$ cat src/rtl/core/dvr_pkg.sv
// Shared constants, codes and the CORDIC arctangent table of the direction vector rotator.
package dvr_pkg;

   // Operation codes carried by a request.
   localparam logic [2:0] FN_AXIS  = 3'd0;
   localparam logic [2:0] FN_ROLL  = 3'd1;
   localparam logic [2:0] FN_PITCH = 3'd2;
   localparam logic [2:0] FN_YAW   = 3'd3;
   localparam logic [2:0] FN_TRANS = 3'd4;
   localparam logic [2:0] FN_LOAD  = 3'd5;

   localparam int DEF_CORDIC_STEPS = 16;
   localparam int DEF_FRAC_BITS    = 14;
   localparam int CORDIC_FRAC      = 30;

   // Initial x of the rotation-mode CORDIC, reciprocal of the limit gain on 30 fraction bits.
   localparam logic signed [33:0] CORDIC_GAIN = 34'sd652032874;

   // Multiplier sequence: axis products, sine products, matrix terms, matrix-vector product.
   localparam int STEP_W = 5;
   localparam logic [STEP_W-1:0] ST_XX  = 5'd0;
   localparam logic [STEP_W-1:0] ST_YY  = 5'd1;
   localparam logic [STEP_W-1:0] ST_ZZ  = 5'd2;
   localparam logic [STEP_W-1:0] ST_XY  = 5'd3;
   localparam logic [STEP_W-1:0] ST_XZ  = 5'd4;
   localparam logic [STEP_W-1:0] ST_YZ  = 5'd5;
   localparam logic [STEP_W-1:0] ST_SX  = 5'd6;
   localparam logic [STEP_W-1:0] ST_SY  = 5'd7;
   localparam logic [STEP_W-1:0] ST_SZ  = 5'd8;
   localparam logic [STEP_W-1:0] ST_M00 = 5'd9;
   localparam logic [STEP_W-1:0] ST_M11 = 5'd10;
   localparam logic [STEP_W-1:0] ST_M22 = 5'd11;
   localparam logic [STEP_W-1:0] ST_M01 = 5'd12;
   localparam logic [STEP_W-1:0] ST_M02 = 5'd13;
   localparam logic [STEP_W-1:0] ST_M10 = 5'd14;
   localparam logic [STEP_W-1:0] ST_M12 = 5'd15;
   localparam logic [STEP_W-1:0] ST_M20 = 5'd16;
   localparam logic [STEP_W-1:0] ST_M21 = 5'd17;
   localparam logic [STEP_W-1:0] ST_A0  = 5'd18;
   localparam logic [STEP_W-1:0] ST_A1  = 5'd19;
   localparam logic [STEP_W-1:0] ST_A2  = 5'd20;
   localparam logic [STEP_W-1:0] ST_A3  = 5'd21;
   localparam logic [STEP_W-1:0] ST_A4  = 5'd22;
   localparam logic [STEP_W-1:0] ST_A5  = 5'd23;
   localparam logic [STEP_W-1:0] ST_A6  = 5'd24;
   localparam logic [STEP_W-1:0] ST_A7  = 5'd25;
   localparam logic [STEP_W-1:0] ST_A8  = 5'd26;

   // Commands from the controller to the datapath.
   typedef struct packed {
      logic                capture;
      logic                cordic_step;
      logic [4:0]          iter;
      logic                finish;
      logic                mul;
      logic [STEP_W-1:0]   step;
      logic                update;
      logic                out_load;
   } cmd_type;

   // Arctangent of 2^-i as phase, a full turn at 2^32.
   function automatic logic [31:0] atan_phase(input logic [4:0] idx);
      logic [31:0] r;
      case (idx)
         5'd0:  r = 32'h20000000;
         5'd1:  r = 32'h12E4051E;
         5'd2:  r = 32'h09FB385B;
         5'd3:  r = 32'h051111D4;
         5'd4:  r = 32'h028B0D43;
         5'd5:  r = 32'h0145D7E1;
         5'd6:  r = 32'h00A2F61E;
         5'd7:  r = 32'h00517C55;
         5'd8:  r = 32'h0028BE53;
         5'd9:  r = 32'h00145F2F;
         5'd10: r = 32'h000A2F98;
         5'd11: r = 32'h000517CC;
         5'd12: r = 32'h00028BE6;
         5'd13: r = 32'h000145F3;
         5'd14: r = 32'h0000A2FA;
         5'd15: r = 32'h0000517D;
         5'd16: r = 32'h000028BE;
         5'd17: r = 32'h0000145F;
         5'd18: r = 32'h00000A30;
         5'd19: r = 32'h00000518;
         5'd20: r = 32'h0000028C;
         5'd21: r = 32'h00000146;
         5'd22: r = 32'h000000A3;
         5'd23: r = 32'h00000051;
         default: r = 32'h00000000;
      endcase
      return r;
   endfunction

endpackage

$ cat src/rtl/core/dvr_ctrl.sv
// Controller state machine that sequences the CORDIC, the multiplier and the result handoff.
module dvr_ctrl import dvr_pkg::*; #(
   parameter int CORDIC_STEPS = DEF_CORDIC_STEPS
) (
   input  logic       clock,
   input  logic       reset,
   input  logic       req_valid,
   output logic       req_ready,
   input  logic [2:0] req_func,
   output logic       rsp_valid,
   input  logic       rsp_ready,
   output cmd_type    cmd
);

   localparam int IW = $clog2(CORDIC_STEPS);

   typedef enum logic [6:0] {
      S_IDLE   = 7'b0000001,
      S_CORDIC = 7'b0000010,
      S_FINISH = 7'b0000100,
      S_MUL    = 7'b0001000,
      S_DRAIN  = 7'b0010000,
      S_UPDATE = 7'b0100000,
      S_OUT    = 7'b1000000
   } state_type;

   state_type         state_ff, state_in;
   logic [IW-1:0]     iter_ff, iter_in;
   logic [STEP_W-1:0] step_ff, step_in;
   logic              axis_ff, axis_in;
   logic              rsp_valid_ff, rsp_valid_in;
   logic              accept;

   assign req_ready = (state_ff == S_IDLE);
   assign accept    = req_valid && req_ready;
   assign rsp_valid = rsp_valid_ff;

   always_comb begin
      state_in     = state_ff;
      iter_in      = iter_ff;
      step_in      = step_ff;
      axis_in      = axis_ff;
      rsp_valid_in = rsp_valid_ff && !rsp_ready;
      cmd          = '0;
      cmd.iter     = 5'(iter_ff);
      cmd.step     = step_ff;
      unique case (state_ff)
         S_IDLE: begin
            if (accept) begin
               cmd.capture = 1'b1;
               axis_in     = (req_func == FN_AXIS);
               iter_in     = '0;
               if (req_func == FN_AXIS || req_func == FN_ROLL || req_func == FN_PITCH ||
                   req_func == FN_YAW) begin
                  state_in = S_CORDIC;
               end else begin
                  state_in = S_UPDATE;
               end
            end
         end
         S_CORDIC: begin
            cmd.cordic_step = 1'b1;
            iter_in         = iter_ff + 1'b1;
            if (iter_ff == IW'(CORDIC_STEPS - 1)) begin
               state_in = S_FINISH;
            end
         end
         S_FINISH: begin
            cmd.finish = 1'b1;
            step_in    = axis_ff ? ST_XX : ST_A0;
            state_in   = S_MUL;
         end
         S_MUL: begin
            cmd.mul = 1'b1;
            step_in = step_ff + 1'b1;
            if (step_ff == ST_A8) begin
               state_in = S_DRAIN;
            end
         end
         S_DRAIN: begin
            state_in = S_UPDATE;
         end
         S_UPDATE: begin
            cmd.update = 1'b1;
            state_in   = S_OUT;
         end
         S_OUT: begin
            if (!rsp_valid_ff || rsp_ready) begin
               cmd.out_load = 1'b1;
               rsp_valid_in = 1'b1;
               state_in     = S_IDLE;
            end
         end
         default: begin
            state_in = S_IDLE;
         end
      endcase
   end

   always_ff @(posedge clock) begin
      if (reset) begin
         state_ff     <= S_IDLE;
         iter_ff      <= '0;
         step_ff      <= '0;
         axis_ff      <= 1'b0;
         rsp_valid_ff <= 1'b0;
      end else begin
         state_ff     <= state_in;
         iter_ff      <= iter_in;
         step_ff      <= step_in;
         axis_ff      <= axis_in;
         rsp_valid_ff <= rsp_valid_in;
      end
   end

   a_mul_ends_in_drain: assert property (@(posedge clock) disable iff (reset)
      (state_ff == S_MUL && step_ff == ST_A8) |=> (state_ff == S_DRAIN))
      else $error("multiplier sequence did not end after the last product");

   a_load_into_free_slot: assert property (@(posedge clock) disable iff (reset)
      (cmd.out_load && rsp_valid_ff) |-> rsp_ready)
      else $error("result register overwritten before it was taken");

   a_accept_starts_work: assert property (@(posedge clock) disable iff (reset)
      accept |=> (state_ff == S_CORDIC || state_ff == S_UPDATE))
      else $error("accepted request did not start work");

   a_iter_in_range: assert property (@(posedge clock) disable iff (reset)
      (state_ff == S_CORDIC) |-> (iter_ff <= IW'(CORDIC_STEPS - 1)))
      else $error("CORDIC iteration count out of range");

endmodule

$ cat src/rtl/core/dvr_datapath.sv
// Datapath: CORDIC, shared multiplier, rotation matrix terms, direction and position state.
module dvr_datapath import dvr_pkg::*; #(
   parameter int FRAC_BITS = DEF_FRAC_BITS
) (
   input  logic               clock,
   input  logic               reset,
   input  cmd_type            cmd,
   input  logic [2:0]         req_func,
   input  logic [15:0]        req_angle,
   input  logic signed [15:0] req_vec_x,
   input  logic signed [15:0] req_vec_y,
   input  logic signed [15:0] req_vec_z,
   input  logic signed [31:0] req_shift_x,
   input  logic signed [31:0] req_shift_y,
   input  logic signed [31:0] req_shift_z,
   output logic signed [15:0] rsp_dir_x,
   output logic signed [15:0] rsp_dir_y,
   output logic signed [15:0] rsp_dir_z,
   output logic signed [31:0] rsp_pos_x,
   output logic signed [31:0] rsp_pos_y,
   output logic signed [31:0] rsp_pos_z
);

   localparam int SH_C = CORDIC_FRAC - FRAC_BITS;
   localparam logic signed [33:0] RND_C = 34'sd1 <<< (SH_C - 1);
   localparam logic signed [33:0] QTR   = 34'sd1073741824;
   localparam logic signed [33:0] HALFT = 34'sd2147483648;
   localparam logic signed [17:0] ONE18 = 18'sd1 <<< FRAC_BITS;
   localparam logic signed [33:0] ONE2  = 34'sd1 <<< (2 * FRAC_BITS);
   localparam logic signed [53:0] RND2  = 54'sd1 <<< (2 * FRAC_BITS - 1);
   localparam logic signed [51:0] RND1  = 52'sd1 <<< (FRAC_BITS - 1);

   // Captured request.
   logic [2:0]         func_ff;
   logic signed [15:0] vx_ff, vy_ff, vz_ff;
   logic signed [31:0] tx_ff, ty_ff, tz_ff;

   // CORDIC.
   logic signed [33:0] x_ff, y_ff, z_ff;
   logic               neg_ff;
   logic signed [17:0] c_ff, s_ff;

   // Multiplier and intermediate terms.
   logic signed [33:0] mul_a;
   logic signed [17:0] mul_b;
   logic signed [51:0] prod_ff;
   logic               fire_ff;
   logic [STEP_W-1:0]  step_d_ff;
   logic signed [33:0] pxx_ff, pyy_ff, pzz_ff, pxy_ff, pxz_ff, pyz_ff;
   logic signed [33:0] sx_ff, sy_ff, sz_ff;
   logic signed [23:0] m_ff [9];
   logic signed [51:0] acc_ff;
   logic signed [15:0] nd_ff [3];

   // State.
   logic signed [15:0] dir_ff [3];
   logic signed [31:0] pos_ff [3];

   logic signed [33:0] z_init, z_fold, atan_v, x_fin, y_fin, c_r, s_r;
   logic               neg_init;
   logic signed [17:0] omc;

   always_comb begin
      z_init   = 34'(signed'({req_angle, 16'h0000}));
      z_fold   = z_init;
      neg_init = 1'b0;
      if (z_init > QTR) begin
         z_fold   = z_init - HALFT;
         neg_init = 1'b1;
      end else if (z_init < -QTR) begin
         z_fold   = z_init + HALFT;
         neg_init = 1'b1;
      end
      atan_v = 34'(signed'({2'b00, atan_phase(cmd.iter)}));
      x_fin  = neg_ff ? -x_ff : x_ff;
      y_fin  = neg_ff ? -y_ff : y_ff;
      c_r    = (x_fin + RND_C) >>> SH_C;
      s_r    = (y_fin + RND_C) >>> SH_C;
      omc    = ONE18 - c_ff;
   end

   // Operand selection for the shared multiplier.
   always_comb begin
      mul_a = '0;
      mul_b = '0;
      case (cmd.step)
         ST_XX:  begin mul_a = 34'(vx_ff); mul_b = 18'(vx_ff); end
         ST_YY:  begin mul_a = 34'(vy_ff); mul_b = 18'(vy_ff); end
         ST_ZZ:  begin mul_a = 34'(vz_ff); mul_b = 18'(vz_ff); end
         ST_XY:  begin mul_a = 34'(vx_ff); mul_b = 18'(vy_ff); end
         ST_XZ:  begin mul_a = 34'(vx_ff); mul_b = 18'(vz_ff); end
         ST_YZ:  begin mul_a = 34'(vy_ff); mul_b = 18'(vz_ff); end
         ST_SX:  begin mul_a = 34'(vx_ff); mul_b = s_ff; end
         ST_SY:  begin mul_a = 34'(vy_ff); mul_b = s_ff; end
         ST_SZ:  begin mul_a = 34'(vz_ff); mul_b = s_ff; end
         ST_M00: begin mul_a = ONE2 - pxx_ff; mul_b = c_ff; end
         ST_M11: begin mul_a = ONE2 - pyy_ff; mul_b = c_ff; end
         ST_M22: begin mul_a = ONE2 - pzz_ff; mul_b = c_ff; end
         ST_M01: begin mul_a = pxy_ff; mul_b = omc; end
         ST_M02: begin mul_a = pxz_ff; mul_b = omc; end
         ST_M10: begin mul_a = pxy_ff; mul_b = omc; end
         ST_M12: begin mul_a = pyz_ff; mul_b = omc; end
         ST_M20: begin mul_a = pxz_ff; mul_b = omc; end
         ST_M21: begin mul_a = pyz_ff; mul_b = omc; end
         ST_A0:  begin mul_a = 34'(m_ff[0]); mul_b = 18'(dir_ff[0]); end
         ST_A1:  begin mul_a = 34'(m_ff[1]); mul_b = 18'(dir_ff[1]); end
         ST_A2:  begin mul_a = 34'(m_ff[2]); mul_b = 18'(dir_ff[2]); end
         ST_A3:  begin mul_a = 34'(m_ff[3]); mul_b = 18'(dir_ff[0]); end
         ST_A4:  begin mul_a = 34'(m_ff[4]); mul_b = 18'(dir_ff[1]); end
         ST_A5:  begin mul_a = 34'(m_ff[5]); mul_b = 18'(dir_ff[2]); end
         ST_A6:  begin mul_a = 34'(m_ff[6]); mul_b = 18'(dir_ff[0]); end
         ST_A7:  begin mul_a = 34'(m_ff[7]); mul_b = 18'(dir_ff[1]); end
         ST_A8:  begin mul_a = 34'(m_ff[8]); mul_b = 18'(dir_ff[2]); end
         default: begin mul_a = '0; mul_b = '0; end
      endcase
   end

   // Matrix term and matrix-vector accumulation from the registered product.
   logic signed [53:0] prod54, vsum, vrnd;
   logic [3:0]         m_idx;
   logic               m_wr;
   logic signed [51:0] acc_sum, acc_rnd;
   logic               acc_first, acc_last;
   logic [1:0]         row;
   logic signed [15:0] acc_sat;

   always_comb begin
      prod54 = 54'(prod_ff);
      vsum   = prod54;
      m_idx  = 4'd0;
      m_wr   = 1'b0;
      case (step_d_ff)
         ST_M00: begin vsum = prod54 + (54'(pxx_ff) <<< FRAC_BITS); m_idx = 4'd0; m_wr = 1'b1; end
         ST_M11: begin vsum = prod54 + (54'(pyy_ff) <<< FRAC_BITS); m_idx = 4'd4; m_wr = 1'b1; end
         ST_M22: begin vsum = prod54 + (54'(pzz_ff) <<< FRAC_BITS); m_idx = 4'd8; m_wr = 1'b1; end
         ST_M01: begin vsum = prod54 - (54'(sz_ff) <<< FRAC_BITS); m_idx = 4'd1; m_wr = 1'b1; end
         ST_M02: begin vsum = prod54 + (54'(sy_ff) <<< FRAC_BITS); m_idx = 4'd2; m_wr = 1'b1; end
         ST_M10: begin vsum = prod54 + (54'(sz_ff) <<< FRAC_BITS); m_idx = 4'd3; m_wr = 1'b1; end
         ST_M12: begin vsum = prod54 - (54'(sx_ff) <<< FRAC_BITS); m_idx = 4'd5; m_wr = 1'b1; end
         ST_M20: begin vsum = prod54 - (54'(sy_ff) <<< FRAC_BITS); m_idx = 4'd6; m_wr = 1'b1; end
         ST_M21: begin vsum = prod54 + (54'(sx_ff) <<< FRAC_BITS); m_idx = 4'd7; m_wr = 1'b1; end
         default: begin vsum = prod54; m_idx = 4'd0; m_wr = 1'b0; end
      endcase
      vrnd = (vsum + RND2) >>> (2 * FRAC_BITS);

      acc_first = (step_d_ff == ST_A0) || (step_d_ff == ST_A3) || (step_d_ff == ST_A6);
      acc_last  = (step_d_ff == ST_A2) || (step_d_ff == ST_A5) || (step_d_ff == ST_A8);
      row       = (step_d_ff == ST_A2) ? 2'd0 : ((step_d_ff == ST_A5) ? 2'd1 : 2'd2);
      acc_sum   = (acc_first ? 52'sd0 : acc_ff) + prod_ff;
      acc_rnd   = (acc_sum + RND1) >>> FRAC_BITS;
      if (acc_rnd > 52'sd32767) begin
         acc_sat = 16'sh7FFF;
      end else if (acc_rnd < -52'sd32768) begin
         acc_sat = 16'sh8000;
      end else begin
         acc_sat = acc_rnd[15:0];
      end
   end

   always_ff @(posedge clock) begin
      if (cmd.capture) begin
         func_ff <= req_func;
         vx_ff   <= req_vec_x;
         vy_ff   <= req_vec_y;
         vz_ff   <= req_vec_z;
         tx_ff   <= req_shift_x;
         ty_ff   <= req_shift_y;
         tz_ff   <= req_shift_z;
         x_ff    <= CORDIC_GAIN;
         y_ff    <= '0;
         z_ff    <= z_fold;
         neg_ff  <= neg_init;
      end else if (cmd.cordic_step) begin
         if (!z_ff[33]) begin
            x_ff <= x_ff - (y_ff >>> cmd.iter);
            y_ff <= y_ff + (x_ff >>> cmd.iter);
            z_ff <= z_ff - atan_v;
         end else begin
            x_ff <= x_ff + (y_ff >>> cmd.iter);
            y_ff <= y_ff - (x_ff >>> cmd.iter);
            z_ff <= z_ff + atan_v;
         end
      end
      if (cmd.finish) begin
         c_ff <= c_r[17:0];
         s_ff <= s_r[17:0];
         // Axis-aligned rotations load their matrix straight from sine and cosine.
         for (int i = 0; i < 9; i++) begin
            m_ff[i] <= (i == 0 || i == 4 || i == 8) ? 24'(ONE18) : 24'sd0;
         end
         case (func_ff)
            FN_ROLL: begin
               m_ff[4] <= 24'(c_r); m_ff[5] <= -24'(s_r);
               m_ff[7] <= 24'(s_r); m_ff[8] <= 24'(c_r);
            end
            FN_PITCH: begin
               m_ff[0] <= 24'(c_r); m_ff[2] <= 24'(s_r);
               m_ff[6] <= -24'(s_r); m_ff[8] <= 24'(c_r);
            end
            FN_YAW: begin
               m_ff[0] <= 24'(c_r); m_ff[1] <= -24'(s_r);
               m_ff[3] <= 24'(s_r); m_ff[4] <= 24'(c_r);
            end
            default: begin
            end
         endcase
      end
      prod_ff   <= mul_a * mul_b;
      step_d_ff <= cmd.step;
      if (fire_ff) begin
         case (step_d_ff)
            ST_XX: pxx_ff <= prod_ff[33:0];
            ST_YY: pyy_ff <= prod_ff[33:0];
            ST_ZZ: pzz_ff <= prod_ff[33:0];
            ST_XY: pxy_ff <= prod_ff[33:0];
            ST_XZ: pxz_ff <= prod_ff[33:0];
            ST_YZ: pyz_ff <= prod_ff[33:0];
            ST_SX: sx_ff  <= prod_ff[33:0];
            ST_SY: sy_ff  <= prod_ff[33:0];
            ST_SZ: sz_ff  <= prod_ff[33:0];
            default: begin
            end
         endcase
         if (m_wr) begin
            m_ff[m_idx] <= vrnd[23:0];
         end
         acc_ff <= acc_sum;
         if (acc_last) begin
            nd_ff[row] <= acc_sat;
         end
      end
      if (cmd.out_load) begin
         rsp_dir_x <= dir_ff[0];
         rsp_dir_y <= dir_ff[1];
         rsp_dir_z <= dir_ff[2];
         rsp_pos_x <= pos_ff[0];
         rsp_pos_y <= pos_ff[1];
         rsp_pos_z <= pos_ff[2];
      end
   end

   always_ff @(posedge clock) begin
      if (reset) begin
         fire_ff   <= 1'b0;
         dir_ff[0] <= '0;
         dir_ff[1] <= '0;
         dir_ff[2] <= 16'(ONE18);
         pos_ff[0] <= '0;
         pos_ff[1] <= '0;
         pos_ff[2] <= '0;
      end else begin
         fire_ff <= cmd.mul;
         if (cmd.update) begin
            case (func_ff)
               FN_AXIS, FN_ROLL, FN_PITCH, FN_YAW: begin
                  dir_ff[0] <= nd_ff[0];
                  dir_ff[1] <= nd_ff[1];
                  dir_ff[2] <= nd_ff[2];
               end
               FN_TRANS: begin
                  pos_ff[0] <= pos_ff[0] + tx_ff;
                  pos_ff[1] <= pos_ff[1] + ty_ff;
                  pos_ff[2] <= pos_ff[2] + tz_ff;
               end
               FN_LOAD: begin
                  dir_ff[0] <= vx_ff;
                  dir_ff[1] <= vy_ff;
                  dir_ff[2] <= vz_ff;
               end
               default: begin
               end
            endcase
         end
      end
   end

endmodule

$ cat src/rtl/core/direction_vector_rotator_top.sv
// Top level of the direction vector rotator: controller plus datapath behind valid/ready ports.
// The block keeps a direction (Q2.14, saturating) and a position (Q16.16, wrapping) and
// applies one operation per request: axis-angle rotation, roll, pitch or yaw, translation,
// or loading a new direction. Every request returns one result with the whole updated
// state. One request is worked on at a time. A rotation about an arbitrary axis runs
// CORDIC_STEPS iterations of the sine/cosine unit, a finishing step, then 27 passes
// through the single shared 34x18 multiplier for the axis products, the sine products,
// the nine matrix terms and the matrix-vector product, then a drain step, an update
// step and the load of the output register; roll, pitch and yaw skip the axis-product,
// sine-product and matrix-term passes; translate, load and the unused codes go straight
// to the update step and the output load. A new request is accepted as soon as the
// previous result has been placed in the output register, even if that result has not
// yet been taken; the next result is loaded only once the previous one has been taken.
module direction_vector_rotator_top import dvr_pkg::*; #(
   parameter int CORDIC_STEPS = DEF_CORDIC_STEPS,
   parameter int FRAC_BITS    = DEF_FRAC_BITS
) (
   input  logic               clock,
   input  logic               reset,
   input  logic               req_valid,
   output logic               req_ready,
   input  logic [2:0]         req_func,
   input  logic [15:0]        req_angle,
   input  logic signed [15:0] req_vec_x,
   input  logic signed [15:0] req_vec_y,
   input  logic signed [15:0] req_vec_z,
   input  logic signed [31:0] req_shift_x,
   input  logic signed [31:0] req_shift_y,
   input  logic signed [31:0] req_shift_z,
   output logic               rsp_valid,
   input  logic               rsp_ready,
   output logic signed [15:0] rsp_dir_x,
   output logic signed [15:0] rsp_dir_y,
   output logic signed [15:0] rsp_dir_z,
   output logic signed [31:0] rsp_pos_x,
   output logic signed [31:0] rsp_pos_y,
   output logic signed [31:0] rsp_pos_z
);

   // Commands from the state machine into the datapath.
   cmd_type cmd;

   dvr_ctrl #(
      .CORDIC_STEPS(CORDIC_STEPS)
   ) u_ctrl (
      .clock     (clock),
      .reset     (reset),
      .req_valid (req_valid),
      .req_ready (req_ready),
      .req_func  (req_func),
      .rsp_valid (rsp_valid),
      .rsp_ready (rsp_ready),
      .cmd       (cmd)
   );

   // The datapath captures the request, runs the arithmetic and holds the result register.
   dvr_datapath #(
      .FRAC_BITS(FRAC_BITS)
   ) u_datapath (
      .clock       (clock),
      .reset       (reset),
      .cmd         (cmd),
      .req_func    (req_func),
      .req_angle   (req_angle),
      .req_vec_x   (req_vec_x),
      .req_vec_y   (req_vec_y),
      .req_vec_z   (req_vec_z),
      .req_shift_x (req_shift_x),
      .req_shift_y (req_shift_y),
      .req_shift_z (req_shift_z),
      .rsp_dir_x   (rsp_dir_x),
      .rsp_dir_y   (rsp_dir_y),
      .rsp_dir_z   (rsp_dir_z),
      .rsp_pos_x   (rsp_pos_x),
      .rsp_pos_y   (rsp_pos_y),
      .rsp_pos_z   (rsp_pos_z)
   );

endmodule
$ cat config.mk
export PLATFORM = sky130hd
export DESIGN_NAME = direction_vector_rotator_top
export DESIGN_NICKNAME = d
export VERILOG_FILES = /design/src/rtl/core/dvr_pkg.sv /design/src/rtl/core/dvr_ctrl.sv /design/src/rtl/core/dvr_datapath.sv /design/src/rtl/core/direction_vector_rotator_top.sv
export SDC_FILE = /design/constraint.sdc
export NUM_CORES = 2
export LEC_CHECK = 0
export ABC_AREA = 1
export BUFFER_PORTS_ARGS = -buffer_cell sky130_fd_sc_hd__clkbuf_2
export CAP_MARGIN = 20
export CORE_ASPECT_RATIO = 1.25
export CORE_MARGIN = 1
export CORE_UTILIZATION = 40
export DETAILED_ROUTE_END_ITERATION = 6
export MAX_ROUTING_LAYER = met4
export SETUP_SLACK_MARGIN = 0.3
export SKIP_CTS_REPAIR_TIMING = 1
export SLEW_MARGIN = 10
export SYNTH_ARGS = -nofsm -noshare
export SYNTH_HDL_FRONTEND = slang
export SYNTH_SLANG_ARGS = --single-unit
$ cat constraint.sdc
create_clock -name clock -period 9.6 [get_ports clock]
set_input_delay 0.48 -clock clock [delete_from_list [all_inputs] [get_ports clock]]
set_output_delay 0.48 -clock clock [all_outputs]
set_load 0.1 [all_outputs]
Word-level counts from Yosys, hierarchy flattened
Memories as Yosys holds them, arrays and structs flattened. A register that Yosys moved wholly into a read port is not among the register bits.
Index checks and enable logic that the tools add are counted.
Storage, ports and cells
  register bits: 864
  bits in latches: 0
  memory bits (writable): 408
  bits in read-only memories: 960
  bits of input ports: 167
  output and inout port bits: 146
  word-level logic and storage cells: 314
  memories kept: 5
Memory list
  (name not given): words 32, bits a word 30, read ports 1, clocked after Yosys merged registers in 1, write ports 0, RTL line dvr_pkg.sv:64  | case (idx)
  u_datapath.m_ff: words 9, bits a word 24, read ports 9, clocked after Yosys merged registers in 0, write ports 10, RTL line dvr_datapath.sv:51  | logic signed [23:0] m_ff [9];
  u_datapath.pos_ff: words 3, bits a word 32, read ports 3, clocked after Yosys merged registers in 0, write ports 3, RTL line dvr_datapath.sv:57  | logic signed [31:0] pos_ff [3];
  u_datapath.dir_ff: words 3, bits a word 16, read ports 3, clocked after Yosys merged registers in 0, write ports 3, RTL line dvr_datapath.sv:56  | logic signed [15:0] dir_ff [3];
  u_datapath.nd_ff: words 3, bits a word 16, read ports 3, clocked after Yosys merged registers in 0, write ports 1, RTL line dvr_datapath.sv:53  | logic signed [15:0] nd_ff [3];
Cells by class
  add/subtract/negate cells: 34
  $mul: 1
  divide/modulo/power cells: 0
  $lt $le $gt $ge: 4
  equality and inequality tests: 69
  shift-type cells: 2
  mux-type cells: 94
  bitwise gates (word level): 21
  reduce and logical (&&, ||, !) cells: 47
Operators with widths (number)
  $pmux W34 S18: 1
  $pmux W52 S9: 1
  $add A52 B48 Y52: 6
  $mux W34: 9
  $mux W24: 12
  $pmux W18 S9: 1
  $sub A52 B48 Y52: 3
  $mux W16: 8
  $sub A30 B34 Y34 const A: 3
  $add A32 B32 Y32: 3
  $mux W32: 3
  $eq A5 B5 Y1 const B: 19
  $eq A5 B4 Y1 const B: 16
  $add A34 B17 Y34 const B: 2
  $add A34 B34 Y34: 2
  $neg A34 Y34: 2
  $sshr A34 B4 Y34: 2
  $sub A34 B34 Y34: 2
  $add A52 B15 Y52 const B: 1
  $add A52 B29 Y52 const B: 1
  $add A52 B52 Y52: 1
  $mul A34 B18 Y52: 1
  $mux W52: 1
  $pmux W7 S7: 1
  51 further kinds: 171

Longest topological paths before layout
  depth in word-level cells: 9
  gate-level depth with buffers: 52
  depth with buffers taken out: 51

Cells and area by module
A second synthesis with hierarchy kept.
Unflattened totals
  cell total of the unflattened synthesis: 11990
  area total of the unflattened synthesis: 98756.0 µm²
Modules (own cells, without submodules)
  dvr_datapath: instances 1, cells each 11845, area an instance 97732.5 µm²
  dvr_ctrl: instances 1, cells each 145, area an instance 1023.5 µm²

Worst setup path before layout
No wires, ideal clock.
  path type: register -> register
  from: register u_ctrl.state_ff[6]
  to: register u_datapath.func_ff[0], enable pin
  library setup time: 570 ps
  arrival time: 8628 ps
  required time: 9030 ps
  slack: 402 ps
  stages on the path, launching flop included: 7
  buffers on the path: 1
  period minus slack after synthesis: 9198 ps
  cells stage by stage: dfxtp_1 -> nor3_1 -> inv_1 -> nor4_1 -> inv_1 -> nor2_1 -> clkbuf_1
RTL lines
  start, declared: RTL line dvr_ctrl.sv:27  | state_type state_ff, state_in;
  start signal, assigned: RTL line dvr_ctrl.sv:108  | state_ff <= state_in;
  end signal, assigned: RTL line dvr_datapath.sv:162  | func_ff <= req_func;
  end, declared: RTL line dvr_datapath.sv:34  | logic [2:0] func_ff;

Final worst setup path
  from: register u_ctrl.step_ff[1]
  to: register u_datapath.prod_ff[49]
On the way
  word-level cells in the longest chain between the ends: 4
  elaborated cells between the ends (all ways): 44
  those cells by class: mul: 1; eq/ne: 26; mux: 2; reduce/logical: 15
Ends and longest elaborated chain
  start, declared: RTL line dvr_ctrl.sv:29  | logic [STEP_W-1:0] step_ff, step_in;
  start signal, assigned: RTL line dvr_ctrl.sv:110  | step_ff <= step_in;
  $eq A5 B2 Y1 (tied with other cells): RTL line dvr_datapath.sv:86  | case (cmd.step)
  $reduce_or A4 Y1 (no line) (tied with other cells)
  $pmux W34 S18 or $pmux W18 S9 (tied branches): RTL line dvr_datapath.sv:86
  $mul A34 B18 Y52 *: RTL line dvr_datapath.sv:208  | prod_ff <= mul_a * mul_b;
  end signal, assigned: RTL line dvr_datapath.sv:208
  end, declared: RTL line dvr_datapath.sv:46  | logic signed [51:0] prod_ff;
Every way passes the cells marked *; elsewhere a longest branch is shown, timed or not.
A chain may end at the register's enable or synchronous reset.

==> key figures <==
Critical path
  – CP endpoint kind: flop
  – Worst setup SP type: flop
  – Crit-path max cell delay: 0.57 ns
  – Crit path required time: 10.28 ns
  – WS Path Type: reg2reg
  – CP max-delay cell: a2111oi_4
  – Crit-path max FO: 15
  – CP dominant cell by count: inv_1
  – Crit path DAT: 9.71 ns

Layout
  – Most frequent cells in the layout: nand2_1, inv_1, nor2_1, edfxtp_1, o21ai_0
  – Layout cells sized above 1: 10.4%
  – Commonest non-fill, non-tap cell in the layout: nand2_1
  – Synthesis-to-finish area growth: 15.6%
  – Final nets: 13900

Logic synthesis
  – Synth cell types: 82
  – Synth Register Bits: 1302
  – Mapped Cells: 11900
  – Avg Inst Size Synth: 8.32 um^2
  – Share of the yosys chip area belonging to registers: 37.6%
  – Synthesized cell area: 99300 um^2
  – Yosys warning count: 0
  – Post-synth top flop: edfxtp_1
  – EDFF count, synth: 1128
  – Post-synth ARST share: 0%
  – Post-synth net total: 13100

Timing
  – Max frequency: 111 MHz
  – Worst Hold Slack: -0.0343 ns
  – Final hold violation count: 1
  – Least-Margin Pin Slew: 1.20 ns
  – Slew Viols, Final: 0
  – Relative slew slack: 19.6%
  – Clock skew: 0.108 ns
  – Fin crit period: 9.03 ns
  – Crit share post-route: 94.0%
  – Unrepaired setup endpoints after global routing: false
  – Final setup violation count: 0

Clock tree
  – CTS Buf Count: 156
  – # clock sinks: 1302
  – Clk_lat worst skew: 0.86 ns
  – Root Buffer: clkbuf_16
  – H-tree depth: 4
  – Clk pin slew, worst setup/hold paths: 0.06 ns
  – CTS Buffer Depth: 4
  – CTS tree: built

Global routing
  – Global-route usage over all layers: 30.5%
  – Initial antenna violation count: 11
  – First-pass GRT wire length: 551000 um
  – Grt total ovfl: 0
  – Largest net degree at the start of global routing: 98
  – Number of global-route vias before repair: 86100

Die
  – Die W: 448 um
  – Die Ht: 559 um
  – Num rows: 204
  – Starting Density: 40.2%
  – Core area: 247000 um^2
  – I/O pin count: 313
  – Die area: 250000 um^2

Detailed routing
  – Routed vias: 87900
  – Residual DRC count: 4
  – Final WL: 378000 um
  – DR WL/cell: 23.5 um
  – Vias per cell: 5.46
  – Initial DRC count: 8226
  – Post-route ant nets: 0
  – First-pass DRT Iterations: 7

Placed design
  – DP HPWL: 295000 um
  – Routability cong.: 1.02
  – IO buf count: 312

Status
  – Failing checks: design-rule violations, negative hold slack
  – Outcome: finished with violations

Flow run
  – Max-cap violation count: 0

Hold path
  – HP Class: in2reg
[critical path: cells and delay by family, from the launching register on]
family                   cells  cell delay (ns)
XOR/XNOR                     1             0.17
flip-flops                   1             0.38
adder cells (fa/ha/maj)      8             3.65
AND/OR/NAND/NOR              9             1.17
buffers and inverters       13             1.31
AO/OA/AOI/OAI               10             2.14
[final cells by class]
type / instances / area [um^2]
Multi-Input combinational cell: 8252 / 53700
Fill cell: 24500 / 132000
Sequential cell: 1302 / 37400
Tap cell: 3296 / 4120
Clock buffer: 193 / 4130
Antenna cell: 11 / 27.5
Clock inverter: 75 / 800
Inverter: 2057 / 7750
Timing Repair Buffer: 920 / 6940
[per-layer routing]
| metal | track usage [%] | wire, um | vias up |
|---|---|---|---|
| met3 | 4.02 | 26100 | 989 |
| li1 | - | - | 41000 |
| met1 | 35.2 | 142000 | 42200 |
| met2 | 50.5 | 184000 | 3656 |
| met4 | 17.6 | 26000 | 0 |
| met5 | - | 0 | - |
[sequential cells by signal, indices dropped and copies added (netlist names), 32 cells and up]
signal                cells
u_datapath.m_ff         216
u_datapath.sy_ff         34
u_datapath.pos_ff        96
u_datapath.pyz_ff        34
u_datapath.nd_ff         48
u_datapath.pzz_ff        34
u_datapath.pxz_ff        34
u_datapath.prod_ff       52
u_datapath.z_ff          34
u_datapath.rsp_pos_z     32
u_datapath.pxx_ff        34
u_datapath.sz_ff         34
u_datapath.sx_ff         34
u_datapath.acc_ff        52
u_datapath.x_ff          34
u_datapath.ty_ff         32
u_datapath.tz_ff         32
u_datapath.rsp_pos_y     32
u_datapath.pyy_ff        34
u_datapath.y_ff          34
u_datapath.rsp_pos_x     32
u_datapath.pxy_ff        34
u_datapath.tx_ff         32
u_datapath.dir_ff        48
[stage by stage]
stage	worst slack, ns	setup TNS [ns]	instances	util, %	instance area, um^2
floorplan	0.402	0	11900	-	99300
global placement	-0.155	-0.499	15600	43.5	107000
detailed placement	-0.252	-0.729	15600	43.5	107000
CTS	-0.417	-1.63	15900	45.5	112000
global route	0.209	0	16100	46.5	115000
finish	0.575	0	16100	46.5	115000
[kinds of logic (layout without fill, tap and decap cells)]
logic type               after synthesis  in the layout  synth area share (%)
adder cells (fa/ha/maj)             1022           1022                  17.4
AND/OR/NAND/NOR                     4768           4768                  20.1
XOR/XNOR                             311            311                  2.77
AO/OA/AOI/OAI                       2116           2116                  12.7
buffers and inverters               2383           3245                  9.13
other                                  0             11                     0
multiplexers                          35             35                 0.353
flip-flops                          1302           1302                  37.6
[synth_stat cells (all sizes together), types with 37 or more instances]
| cell type | number | share of area, % |
|---|---|---|
| a2111oi | 44 | 0.39 |
| a211oi | 42 | 0.32 |
| a21boi | 39 | 0.29 |
| a21oi | 618 | 3.2 |
| a221oi | 61 | 0.55 |
| a22o | 57 | 0.50 |
| a31oi | 85 | 0.54 |
| buf | 77 | 0.41 |
| clkbuf | 249 | 0.94 |
| dfxtp | 174 | 3.5 |
| edfxtp | 1128 | 34 |
| fa | 592 | 12 |
| ha | 430 | 5.4 |
| inv | 2046 | 7.7 |
| nand2 | 2507 | 9.6 |
| nand3 | 568 | 3.0 |
| nand4 | 166 | 1.1 |
| nor2 | 1274 | 5.0 |
| nor3 | 128 | 0.67 |
| nor4 | 37 | 0.25 |
| o211ai | 73 | 0.55 |
| o21a | 77 | 0.58 |
| o21ai | 726 | 3.7 |
| o22ai | 166 | 1.0 |
| or2 | 43 | 0.27 |
| xnor2 | 95 | 0.85 |
| xor2 | 216 | 1.9 |
[worst paths after layout]
| kind | start | endpoint | slack (ns) | cells after the start |
|---|---|---|---|---|
| hold / removal | req_valid | u_ctrl.state_ff[0] | -0.03 | 4 |
| setup / recovery | u_ctrl.step_ff[1] | u_datapath.prod_ff[49] | 0.57 | 41 |
| hold reg to reg | u_ctrl.step_ff[3] | u_datapath.step_d_ff[3] | 0.40 | 0 |
| setup reg to reg | u_ctrl.step_ff[1] | u_datapath.prod_ff[49] | 0.57 | 41 |
Power is left out: the tool's default activity adds up to more than one toggle a clock period on the data nets, which glitch-free logic cannot reach.
